==> config.mk <==
export PLATFORM = sky130hd
export DESIGN_NAME = crre_ram
export DESIGN_NICKNAME = d
export VERILOG_FILES = /design/src/hw/rtl/crre_ram.sv
export SDC_FILE = /design/constraint.sdc
export NUM_CORES = 2
export LEC_CHECK = 0
export BUFFER_PORTS_ARGS = -buffer_cell sky130_fd_sc_hd__buf_2
export CAP_MARGIN = 20
export CORE_MARGIN = 4
export CORE_UTILIZATION = 35
export CTS_CLUSTER_SIZE = 24
export DETAILED_ROUTE_END_ITERATION = 12
export PLACE_DENSITY = 0.56
export SLEW_MARGIN = 20
export SYNTH_ARGS = -nofsm -noshare
export SYNTH_HDL_FRONTEND = slang
export SYNTH_SLANG_ARGS = --single-unit
==> constraint.sdc <==
create_clock -name i_clk -period 8.25 [get_ports i_clk]
set_clock_uncertainty 0.05 [all_clocks]
set_input_delay 1.2375 -clock i_clk [delete_from_list [all_inputs] [get_ports i_clk]]
set_output_delay 1.2375 -clock i_clk [all_outputs]
set_load 0.1 [all_outputs]
==> src/hw/rtl/crre_ram.sv <==
// Generic simple dual-port RAM, one write port, one registered read port.
`timescale 1ns / 1ps
`default_nettype none
module crre_ram #(
    parameter int WIDTH = 64,
    parameter int DEPTH = 64
) (
    input  wire logic                     i_clk,
    input  wire logic                     i_we,
    input  wire logic [$clog2(DEPTH)-1:0] i_waddr,
    input  wire logic [WIDTH-1:0]         i_wdata,
    input  wire logic [$clog2(DEPTH)-1:0] i_raddr,
    output logic      [WIDTH-1:0]         o_rdata
);
    logic [WIDTH-1:0] r_mem [DEPTH];

    always_ff @(posedge i_clk) begin
        if (i_we) begin
            r_mem[i_waddr] <= i_wdata;
        end
        o_rdata <= r_mem[i_raddr];
    end
endmodule
`default_nettype wire

==> summary.txt <==
Run status
  • Status: finished clean

Global routing
  • Initial antenna violation count: 35
  • Vias in the first global route: 75.8k
  • First-pass GRT wire length: 615 mm
  • Largest net degree at the start of global routing: 118
  • GRT Total Usage: 18.9%
  • GR Overflow Total: 0

Placed design
  • Routability-driven placement congestion ratio: 0.772
  • Post-detail-place hpwl: 229 mm
  • I/O Buffers: 141
  • Inst Count DP: 12.5k

Worst setup path
  • Worst reg2reg path depth: 5
  • Capturing point of the worst reg2reg path: o_rdata[34]$_DFF_P_
  • Worst Setup Start Kind: input pin
  • Setup slack, reg-to-reg: 5850 ps
  • Crit-path slowest cell: nor2_4
  • Stages on worst setup path: 5
  • Crit-path max cell delay: 1080 ps
  • Crit end category: register
  • Worst EP arrival: 4260 ps
  • Crit-path leading delay family: simple AND/OR/NAND/NOR gates
  • CP required: 8730 ps
  • Largest fanout on the critical path: 42
  • Buf/Inv on CP: 2
  • WS Path Type: in -> reg
  • Reg-to-Reg Start: r_mem[12][34]$_DFFE_PP_
  • Worst path cell trace: buf_2, nor2_1, nand3_1, nor2_4, buf_4

STA
  • Slew @ Worst Pin: 1160 ps
  • Hold Slack: 637 ps
  • Final setup fails: 0
  • Setup TNS: 0 ps
  • Slew margin rel.: 22.4%
  • Fin. Hold Viols: 0
  • Unrepaired setup endpoints after global routing: false
  • Slew Viols, Final: 0
  • Min Tclk post-route: 3780 ps
  • Fmax: 0.265 GHz
  • Final period util: 45.8%

Floorplan
  • # rows: 245
  • Die area: 457000 um2
  • Core footprint: 445000 um2
  • Chip height: 676 um
  • Initial Util: 35.1%
  • Chip Width: 676 um
  • Ports: 142

Finish
  • Final nets: 7053
  • Area growth from synthesis to final layout: 14.7%
  • Layout Cells excl Fill: 13.3k
  • Share of layout cells above drive strength 1: 28.1%
  • Post-layout util: 40.3%

Detailed routing
  • Drt drc: 0
  • Detailed-route via count: 74.3k
  • Total Routed Length: 443 mm
  • DR WL/cell: 33.4 um
  • Antenna-violating nets left: 0
  • Drt via density: 5.60
  • Pre-antenna DRT Iters: 6
  • Drt first-iter violations: 8789

Synthesis
  • EDFF count, synth: 4096
  • Distinct cells, synth: 33
  • Largest cells by area after synthesis: edfxtp_1 (79%), mux4_2 (15%), mux2i_1 (0.86%)
  • Commonest cells post-synth: edfxtp_1 (4096), mux4_2 (1024), buf_2 (170)
  • Most numerous cell in the Yosys netlist: edfxtp_1
  • Post-synth top area share: 78.7%
  • Synth warn: 0
  • Cells after Synth: 6598
  • Synthesized area: 156000 um2
  • FFs w/ async S/R, synth: 0%
  • Ys flop type: edfxtp_1
  • Syn Area/Cell: 23.7 um2
  • Register area share after synthesis: 79.5%
  • Top cell type by total area after synthesis: edfxtp_1
  • Number of synthesized register bits: 4160
  • Synthesized net count: 6676

Clocking
  • Worst skew pair latency: 970 ps
  • Clk root buf: clkbuf_16
  • Clock Tree Buf Depth: 4
  • Post-CTS sizing: 0
  • Num Clock Sinks: 4160
  • Inserted Clock Buffers: 423
  • Clock-pin slew on the worst setup and hold paths: 60 ps
  • H-tree Lvls: 5
  • CTS tree: built
  • Hold-fix buffers, CTS: 0
  • Setup Fix Bufs, Post-CTS: 0

Power and ir drop
  • Net load switching power: 9.70 mW
  • Switching portion of total power: 21.6%
  • Pwr/cell area: 250 nW/um2
  • Comb power frac: 5.2%
  • Leakage: 55.1 nW
  • Clk pwr share: 42.3%
  • Internal power: 35.1 mW
  • Worst vdd ir: 199 uV
  • Flop pwr share: 52.5%

Hold path
  • Hold EP: r_mem[45][29]$_DFFE_PP_
  • Hold crit path type: in -> reg
  • Hold depth: 1
  • Min-delay src: i_wdata[29]

Flow run
  • Max-cap viol count: 0
## how the worst max path moves through the flow
stage                                    endpoint               start  slack (ps)
after floorplan            r_mem[48][0]$_DFFE_PP_          i_waddr[3]        1530
after global placement    r_mem[19][40]$_DFFE_PP_          i_waddr[1]        3630
after detailed placement  r_mem[57][43]$_DFFE_PP_          i_waddr[2]        3590
after CTS                              o_rdata[4]  o_rdata[4]$_DFF_P_        4440
after global routing       r_mem[57][0]$_DFFE_PP_          i_waddr[2]        4470
final                      r_mem[57][0]$_DFFE_PP_          i_waddr[2]        4470
## sequential cells by signal, indices dropped and copies added, names as in the netlist
| name | cells |
|---|---|
| o_rdata | 64 |
| r_mem | 4096 |
## kinds of logic (layout without fill, tap and decap cells)
kind of cell / Yosys count / after routing / synth area share [%]
flops: 4160 / 4160 / 79.5
mux: 1159 / 1159 / 15.6
compound gates: 504 / 504 / 2.48
buf+inv: 389 / 1114 / 1.18
simple gates: 386 / 386 / 1.24
other cells: 0 / 19 / 0
## worst reg2reg max path: cells and delay by family, from the launching register on
family,cells,cell delay (ps)
AOI/OAI and AO/OA,2,1090
muxes,1,450
and+or+nand+nor,2,400
DFF,1,360
## layout by cell type, fill, tap and decap left out, drive strengths merged, types with 32 or more instances in the layout
cell / count
edfxtp: 4096
mux4: 1024
clkbuf: 580
buf: 322
a22oi: 168
clkinv: 140
mux2i: 135
nor2: 112
a22o: 88
o22ai: 83
and3: 64
dfxtp: 64
a211oi: 63
nand2: 58
nand3: 45
o221ai: 38
bufinv: 32
## power by group through the flow
stage | logic [mW] | clock network (mW) | registers (mW)
after floorplan | 1.09 | 0 | 24.2
after global placement | 2.32 | 0 | 24.0
after detailed placement | 2.36 | 0 | 24.0
after CTS | 2.36 | 19.3 | 23.6
after global routing | 2.46 | 20.2 | 23.6
final | 2.33 | 19.0 | 23.5
## per-stage QoR
step	cell area, um2	total power, mW	worst slack (ps)
2_1_floorplan	156000	25.3	1530
3_3_place_gp	165000	26.3	3630
3_5_place_dp	165000	26.4	3590
4_1_cts	179000	45.2	4440
5_1_grt	179000	46.2	4470
6_report	179000	44.8	4470
## cell type report
type	instances	area (um2)
sequential	4160	124000
timing repair buffer	322	2940
antenna	19	47.5
fill	38900	266000
multi-input combinational	2049	30800
clock buffer	580	11800
clock inverter	193	1910
tap	5928	7420
inverter	19	71.3
## metal layers
layer	share of wire, %	vias to the layer above	track usage (%)	wire length [um]
li1	-	29300	-	-
met1	41	41400	25.9	180000
met2	50	2959	31.9	220000
met3	6.7	653	2.74	29500
met4	2.9	18	5.06	12700
met5	0.024	-	0	106
No activity file was read; power rests on OpenSTA's default activity.
