<file path="src/hw/rtl/crre_pkg.sv">
// Shared types, request codes and helpers for the clip rectangle region engine.
`timescale 1ns / 1ps
`default_nettype none
package crre_pkg;

    localparam int MAX_RECTS_DEF = 64;
    localparam int OUT_CAP       = 64;
    localparam int OUT_CAP_W     = $clog2(OUT_CAP + 1);

    localparam logic [2:0] REQ_SUB   = 3'd0;
    localparam logic [2:0] REQ_ADD   = 3'd1;
    localparam logic [2:0] REQ_INT   = 3'd2;
    localparam logic [2:0] REQ_CLEAR = 3'd3;
    localparam logic [2:0] REQ_FILL  = 3'd4;

    localparam logic CFG_OFFSET_X = 1'b0;
    localparam logic CFG_OFFSET_Y = 1'b1;

    localparam logic signed [17:0] PLANE_MIN = -18'sd32768;
    localparam logic signed [17:0] PLANE_MAX = 18'sd32767;

    // inclusive corner box
    typedef struct packed {
        logic signed [15:0] l;
        logic signed [15:0] t;
        logic signed [15:0] r;
        logic signed [15:0] b;
    } t_box;

    typedef struct packed {
        logic [2:0]         req_type;
        logic signed [15:0] rect_x;
        logic signed [15:0] rect_y;
        logic [14:0]        rect_w;
        logic [14:0]        rect_h;
        logic [31:0]        fill_color;
    } t_in;

    typedef struct packed {
        logic               has_rect;
        logic signed [15:0] out_x;
        logic signed [15:0] out_y;
        logic [14:0]        out_w;
        logic [14:0]        out_h;
        logic [31:0]        out_color;
        logic               table_overflow;
        logic               last;
    } t_out;

    function automatic t_out make_out(input logic has, input t_box bx,
                                      input logic [31:0] color,
                                      input logic ovf, input logic lst);
        t_out        o;
        logic [16:0] dw;
        logic [16:0] dh;
        dw = {bx.r[15], bx.r} - {bx.l[15], bx.l} + 17'd1;
        dh = {bx.b[15], bx.b} - {bx.t[15], bx.t} + 17'd1;
        o.has_rect       = has;
        o.out_x          = has ? bx.l : 16'sd0;
        o.out_y          = has ? bx.t : 16'sd0;
        o.out_w          = has ? dw[14:0] : 15'd0;
        o.out_h          = has ? dh[14:0] : 15'd0;
        o.out_color      = color;
        o.table_overflow = ovf;
        o.last           = lst;
        return o;
    endfunction

endpackage
`default_nettype wire

</file>
<file path="src/hw/rtl/crre_geom.sv">
// Box geometry: overlap of an entry with the request and its four split strips.
`timescale 1ns / 1ps
`default_nettype none
module crre_geom
    import crre_pkg::*;
(
    input  wire t_box       i_g,
    input  wire t_box       i_c,
    output t_box            o_ovl,
    output logic            o_ovl_ok,
    output t_box      [3:0] o_piece,
    output logic      [3:0] o_piece_ok
);
    always_comb begin
        o_ovl.l  = (i_g.l > i_c.l) ? i_g.l : i_c.l;
        o_ovl.t  = (i_g.t > i_c.t) ? i_g.t : i_c.t;
        o_ovl.r  = (i_g.r < i_c.r) ? i_g.r : i_c.r;
        o_ovl.b  = (i_g.b < i_c.b) ? i_g.b : i_c.b;
        o_ovl_ok = (o_ovl.l <= o_ovl.r) && (o_ovl.t <= o_ovl.b);
    end

    // strips in order left, top, right, bottom; the remainder shrinks as each strip is cut off
    always_comb begin
        logic signed [16:0] gl, gt, gr, gb, cl, ct, cr, cb;
        logic signed [16:0] pl, pt, pr, pb;
        gl = 17'(i_g.l); gt = 17'(i_g.t); gr = 17'(i_g.r); gb = 17'(i_g.b);
        cl = 17'(i_c.l); ct = 17'(i_c.t); cr = 17'(i_c.r); cb = 17'(i_c.b);
        o_piece    = '0;
        o_piece_ok = '0;
        for (int k = 0; k < 4; k++) begin
            pl = gl; pt = gt; pr = gr; pb = gb;
            o_piece_ok[k] = 1'b0;
            case (k)
                0: begin
                    if (cl >= gl && cl <= gr) begin
                        pr = cl - 17'sd1; o_piece_ok[k] = 1'b1; gl = cl;
                    end
                end
                1: begin
                    if (ct >= gt && ct <= gb) begin
                        pb = ct - 17'sd1; o_piece_ok[k] = 1'b1; gt = ct;
                    end
                end
                2: begin
                    if (cr >= gl && cr <= gr) begin
                        pl = cr + 17'sd1; o_piece_ok[k] = 1'b1; gr = cr;
                    end
                end
                default: begin
                    if (cb >= gt && cb <= gb) begin
                        pt = cb + 17'sd1; o_piece_ok[k] = 1'b1; gb = cb;
                    end
                end
            endcase
            o_piece_ok[k] = o_piece_ok[k] && (pl <= pr) && (pt <= pb);
            o_piece[k]    = '{l: pl[15:0], t: pt[15:0], r: pr[15:0], b: pb[15:0]};
        end
    end
endmodule
`default_nettype wire

</file>
<file path="config.mk">
export PLATFORM = sky130hd
export DESIGN_NAME = crre_geom
export DESIGN_NICKNAME = d
export VERILOG_FILES = /design/src/hw/rtl/crre_pkg.sv /design/src/hw/rtl/crre_geom.sv
export SDC_FILE = /design/constraint.sdc
export NUM_CORES = 1
export LEC_CHECK = 0
export BUFFER_PORTS_ARGS = -buffer_cell sky130_fd_sc_hd__buf_2
export CORE_AREA = 2 2 174 176
export DETAILED_ROUTE_END_ITERATION = 12
export DIE_AREA = 0 0 176 178
export GPL_ROUTABILITY_DRIVEN = 0
export GPL_TIMING_DRIVEN = 0
export PLACE_DENSITY_LB_ADDON = 0.12
export SYNTH_ARGS = -nofsm -noshare
export SYNTH_HDL_FRONTEND = slang
export SYNTH_SLANG_ARGS = --single-unit
</file>
<file path="constraint.sdc">
create_clock -name vclk -period 8.8
set_input_delay 1.32 -clock vclk [all_inputs]
set_output_delay 1.32 -clock vclk [all_outputs]
set_load 0.02 [all_outputs]
</file>
==> qor.csv, run 1 <==
stage,metric,value,unit
status,status,"complete, but fails checks",
status,violated checks,negative setup slack,
routing,Detail Route Antenna Nets,0,
timing,period utilisation layout,108,%
worst_setup_path,"Data arrival, critical path",8220,ps
worst_setup_path,"most used cell, CP",o21a_1,
placement,PortBufs,453,
routing,TritonRoute pass-1 iters,5,
die,die width,176,um
routing,Starting DRT DRC Count,754,
logic_synthesis,yosys warns,0,
final_layout,Area growth syn-to-layout,38.8,%
timing,setup tns final,-1010,ps
timing,max_slew headroom,39.8,%
timing,worst slew pin tran,896,ps
worst_setup_path,CP Class,input port to primary output,
final_layout,layout clock buffer count,0,
die,Starting Density,38.7,%
logic_synthesis,syn nets,1998,
timing,RSZ-0062 raised after global routing,true,
global_routing,GRT Residual Overflow,0,
final_layout,antenna fix cells,0,
timing,setup slack after layout,-742,ps
timing,"Slew Viols, Final",0,
logic_synthesis,Post-Syn Area,11400,um^2
timing,Final Hold Viols,0,
worst_setup_path,"Buf+Inv Stages, Crit Path",5,
final_layout,sequential cell area,0,um^2
die,die height,178,um
placement,Post-DP Area,14300,um^2
pwr,Static Leak,8.62,nW
worst_setup_path,"slowest stage delay, CP",410,ps
final_layout,Final Net Count,2527,
final_layout,fraction of layout cells with a size suffix above 1,41.0,%
worst_setup_path,CP endpoint kind,primary output,
die,io pins,453,
logic_synthesis,Post-Syn Instances,1577,
global_routing,GRT Util Overall,29.9,%
logic_synthesis,mean post-synth cell area,7.22,um^2
global_routing,number of global-route vias before repair,13100,
placement,Post-DP HPWL,39700,um
die,Site Rows,63,
die,Die ar.,31300,um^2
worst_setup_path,Critical Path RT,7480,ps
flow_run,max cap viols,0,
worst_setup_path,"delay-heaviest family, CP",compound AO/OA/AOI/OAI gates,
final_layout,seq_cells,0,
die,area of the core,29400,um^2
routing,DR WL/cell,19.6,um
timing,crit path time final,9540,ps
final_layout,most frequent cells in the layout,"buf_2 (429), ha_1 (267), buf_4 (225)",
logic_synthesis,"Seq/Total Area, Yosys",0,%
timing,Final setup viols,2,
routing,Routed WL,48900,um
routing,DR DRC count,0,
worst_setup_path,crit path launch type,input port,
logic_synthesis,unique cell type count in the Yosys netlist,73,
pwr,power density over the cells,107,nW/um^2
routing,vias post-DR,13500,
routing,vias per inst,5.42,
global_routing,pin count of the biggest net entering global routing,12,
global_routing,initial antenna violation count,0,
pwr,VDD IR max,0.0000765,V
worst_setup_path,Slowest cell on crit path,o211ai_1,
final_layout,"commonest non-fill, non-tap cell in the layout",buf_2,
hold_path,worst min path class,input port to primary output,
worst_setup_path,Crit Path Max Fanout,7,
global_routing,first-pass GRT wire length,73600,um
final_layout,post-route design area,15800,um^2
timing,max frequency,105,MHz
==> area by class of cell <==
cell class / instances / area (um^2)
plain buffers: 180 / 1320
fillers: 2932 / 13600
inverters: 177 / 737
multi-input cells: 1220 / 10200
well taps: 390 / 488
repair buffers: 527 / 3050
==> cells in the mapped netlist, types with 4 or more instances <==
master	count	area share [%]
nand2b_1	21	1.2
buf_4	148	9.8
xnor2_1	25	1.9
inv_1	162	5.3
nor4_1	14	0.77
mux2_2	29	2.9
nor2b_1	25	1.4
buf_2	6	0.26
a21oi_1	90	4.0
nor3_1	13	0.57
or4_1	5	0.33
nand3_1	27	1.2
ha_1	293	32
nor2_1	97	3.2
clkbuf_1	21	0.69
nand4_1	52	2.9
a211oi_1	17	1.1
buf_1	6	0.20
o21a_1	79	5.2
a21o_1	80	5.3
and4_1	10	0.77
inv_2	15	0.49
nand2_1	114	3.8
a21oi_2	6	0.46
o21ai_1	21	0.92
o211ai_1	5	0.33
o21ai_0	64	2.8
and3_1	12	0.66
xor2_1	26	2.0
or3_1	4	0.22
mux2i_1	28	2.5
==> tightest hold or removal path, delay by kind of cell <==
kind	cells	cell delay (ps)
buffers and inverters	3	310
==> what timing repair did <==
item	CTS	global route
resized for setup	169	27
pin swaps	56	14
setup buffers	70	10
cloned	1	0
endpoints found under the setup margin	3	3
hold buffers	0	0
==> kinds of logic (layout without fill, tap and decap cells) <==
logic type / Yosys count / count (layout) / synth area share, %
AND/OR/NAND/NOR: 414 / 415 / 18.5
XOR/XNOR: 51 / 51 / 3.92
multiplexers: 57 / 57 / 5.33
AO/OA/AOI/OAI: 404 / 404 / 23.4
buffers and inverters: 358 / 884 / 16.7
adder cells (fa/ha/maj): 293 / 293 / 32.2
==> power by group <==
| group | total (mW) | internal, mW | switching, mW |
|---|---|---|---|
| logic | 1.70 | 0.687 | 1.01 |
| registers | 0 | 0 | 0 |
| clock network | 0 | 0 | 0 |
| total | 1.70 | 0.687 | 1.01 |
==> per-stage QoR <==
| stage | utilization [%] | total power [mW] | std cells | setup slack (ps) | hold slack, ps |
|---|---|---|---|---|---|
| 2_1_floorplan | - | 1.02 | 1577 | -286 | 2750 |
| 5_1_grt | 53.8 | 1.85 | 2494 | -1130 | 2960 |
| 3_5_place_dp | 48.6 | 1.51 | 2420 | -1890 | 2980 |
| 6_report | 53.8 | 1.70 | 2494 | -742 | 2950 |
| 4_1_cts | 53.2 | 1.65 | 2490 | -758 | 2950 |
| 3_3_place_gp | 48.6 | 1.49 | 2420 | -1790 | 2970 |
==> layer usage <==
metal | vias to the layer above | track usage (%) | wire length (um)
met5 | - | 0 | 0
met2 | 617 | 55.2 | 23900
met3 | 153 | 3.86 | 3110
met4 | 0 | 14.6 | 2730
met1 | 6184 | 33.9 | 19100
li1 | 6558 | - | -
==> final timing paths <==
path | startpoint | end | slack, ps | depth (start not counted)
worst max-delay path | i_g[33] | o_piece_ok[3] | -740 | 41
worst min-delay path | i_g[20] | o_piece[148] | 2950 | 3
(Power assumes the default switching activity.)
==> run 2: changes to the inputs <==
--- a/config.mk
+++ b/config.mk
@@ -6,12 +6,13 @@
 export NUM_CORES = 1
 export LEC_CHECK = 0
 export BUFFER_PORTS_ARGS = -buffer_cell sky130_fd_sc_hd__buf_2
-export CORE_AREA = 2 2 174 176
+export CORE_AREA = 2 2 175 177
 export DETAILED_ROUTE_END_ITERATION = 12
-export DIE_AREA = 0 0 176 178
+export DIE_AREA = 0 0 177 179
 export GPL_ROUTABILITY_DRIVEN = 0
 export GPL_TIMING_DRIVEN = 0
-export PLACE_DENSITY_LB_ADDON = 0.12
+export MAX_ROUTING_LAYER = met4
+export PLACE_DENSITY = 0.65
 export SYNTH_ARGS = -nofsm -noshare
 export SYNTH_HDL_FRONTEND = slang
 export SYNTH_SLANG_ARGS = --single-unit
==> constraint.sdc (replaced) <==
create_clock -name vclk -period 9.2
set_input_delay 1.38 -clock vclk [all_inputs]
set_output_delay 1.38 -clock vclk [all_outputs]
set_load 0.02 [all_outputs]
==> qor.csv, run 2 (synthesis gave the netlist of run 1 again) <==
stage,metric,value,unit
worst_setup_path,CP endpoint kind,primary output,
die,Starting Density,37.9,%
worst_setup_path,Critical Path RT,7820,ps
global_routing,GRT Util Overall,30.4,%
die,die width,177,um
die,io pins,453,
final_layout,most frequent cells in the layout,"buf_2 (432), ha_1 (271), buf_4 (217)",
routing,Starting DRT DRC Count,836,
timing,max_slew headroom,42.0,%
timing,RSZ-0062 raised after global routing,true,
worst_setup_path,Slowest cell on crit path,mux2i_4,
flow_run,max cap viols,0,
placement,Post-DP HPWL,40600,um
placement,PortBufs,453,
die,die height,179,um
routing,vias post-DR,14000,
timing,"Slew Viols, Final",0,
worst_setup_path,crit path launch type,input port,
timing,Hold WS,3080,ps
final_layout,layout clock buffer count,0,
final_layout,seq_cells,0,
timing,Final Hold Viols,0,
worst_setup_path,CP endpoint,o_piece_ok[3],
pwr,Tot Pwr,1.65,mW
routing,Routed WL,50300,um
status,violated checks,negative setup slack,
final_layout,fraction of layout cells with a size suffix above 1,40.3,%
pwr,power density over the cells,105,nW/um^2
routing,TritonRoute pass-1 iters,5,
final_layout,Final Net Count,2523,
timing,worst slew pin tran,864,ps
global_routing,GRT Residual Overflow,0,
global_routing,pin count of the biggest net entering global routing,12,
worst_setup_path,Crit Path Max Fanout,7,
pwr,VDD IR max,0.0000673,V
die,area of the core,30000,um^2
timing,crit path time final,9570,ps
routing,DR DRC count,0,
die,Die ar.,31700,um^2
routing,Detail Route Antenna Nets,0,
global_routing,number of global-route vias before repair,13100,
global_routing,initial antenna violation count,2,
timing,Final setup viols,2,
final_layout,multi-input logic area,10200,um^2
final_layout,# fillers,2938,
hold_path,worst min path class,input port to primary output,
die,Site Rows,64,
global_routing,first-pass GRT wire length,73100,um
timing,setup tns final,-616,ps
final_layout,"commonest non-fill, non-tap cell in the layout",buf_2,
worst_setup_path,"most used cell, CP",o21a_1,
timing,max frequency,105,MHz
pwr,Static Leak,8.65,nW
routing,vias per inst,5.60,
clocking,cts hold-fix bufs,0,
worst_setup_path,CP startpoint,i_g[33],
worst_setup_path,"slowest stage delay, CP",300,ps
timing,setup slack after layout,-366,ps
final_layout,Area growth syn-to-layout,38.4,%
final_layout,sequential cell area,0,um^2
status,status,"complete, but fails checks",
worst_setup_path,"Data arrival, critical path",8190,ps
worst_setup_path,CP Class,input port to primary output,
routing,DR WL/cell,20.1,um
timing,period utilisation layout,104,%
run 2: cell count changes in the layout (fill, tap and decap cells not counted), sizes merged:
cell / change
buf: -7
diode: +4
clkinvlp: -3
inv: +3
clkbuf: +2
bufbuf: +1
run 2: worst max-delay path, delay by kind of cell:
kind / cells / cell delay, ps
compound gates: 28 / 4680
mux: 1 / 300
simple gates: 4 / 400
fa+ha+maj: 3 / 660
buf+inv: 6 / 720
run 2: power breakdown:
part / switching (mW) / total [mW] / internal, mW
clock: 0 / 0.0000000581 / 0.0000000581
sequential: 0 / 0 / 0
combinational: 0.982 / 1.65 / 0.668
total: 0.982 / 1.65 / 0.668
run 2: area by class of cell:
type | count | share of cell area, %
buffer | 180 | 8.60
timing repair buffer | 523 | 19.0
inverter | 177 | 4.59
antenna | 4 | 0.0635
multi-input combinational | 1220 | 64.6
tap | 396 | 3.14
run 2: through the flow:
| stage | std cells | instance area [um^2] | worst slack, ps | utilization (%) |
|---|---|---|---|---|
| 2_1_floorplan | 1577 | 11500 | -43.7 | - |
| 3_3_place_gp | 2426 | 14200 | -1720 | 47.4 |
| 3_5_place_dp | 2426 | 14200 | -1750 | 47.4 |
| 4_1_cts | 2478 | 15400 | -268 | 51.4 |
| 5_1_grt | 2500 | 15800 | -651 | 52.5 |
| 6_report | 2500 | 15800 | -366 | 52.5 |
run 2: repair_timing:
item                       in CTS  in global routing
resized for setup             154                 31
setup endpoints to repair       2                  2
cloned                          3                  0
buffers inserted               50                 18
pin swaps                      53                 47
run 2: layer usage:
metal	part of all wire (%)	track usage [%]	routed length [um]
met1	38	33.7	19000
met2	48	53.3	24100
met3	7.8	3.01	3910
met4	6.6	17.1	3340
met5	0	-	0
run 2: worst min-delay path by stage:
| stage | from | end | slack, ps | depth (start not counted) |
|---|---|---|---|---|
| CTS | i_g[30] | o_piece[158] | 3080 | 3 |
| detailed placement | i_g[29] | o_piece[157] | 3100 | 3 |
| finish | i_g[30] | o_piece[158] | 3080 | 3 |
| global placement | i_g[22] | o_piece[150] | 3090 | 3 |
| global route | i_g[30] | o_piece[94] | 3090 | 3 |
| floorplan | i_g[0] | o_piece[0] | 2870 | 1 |
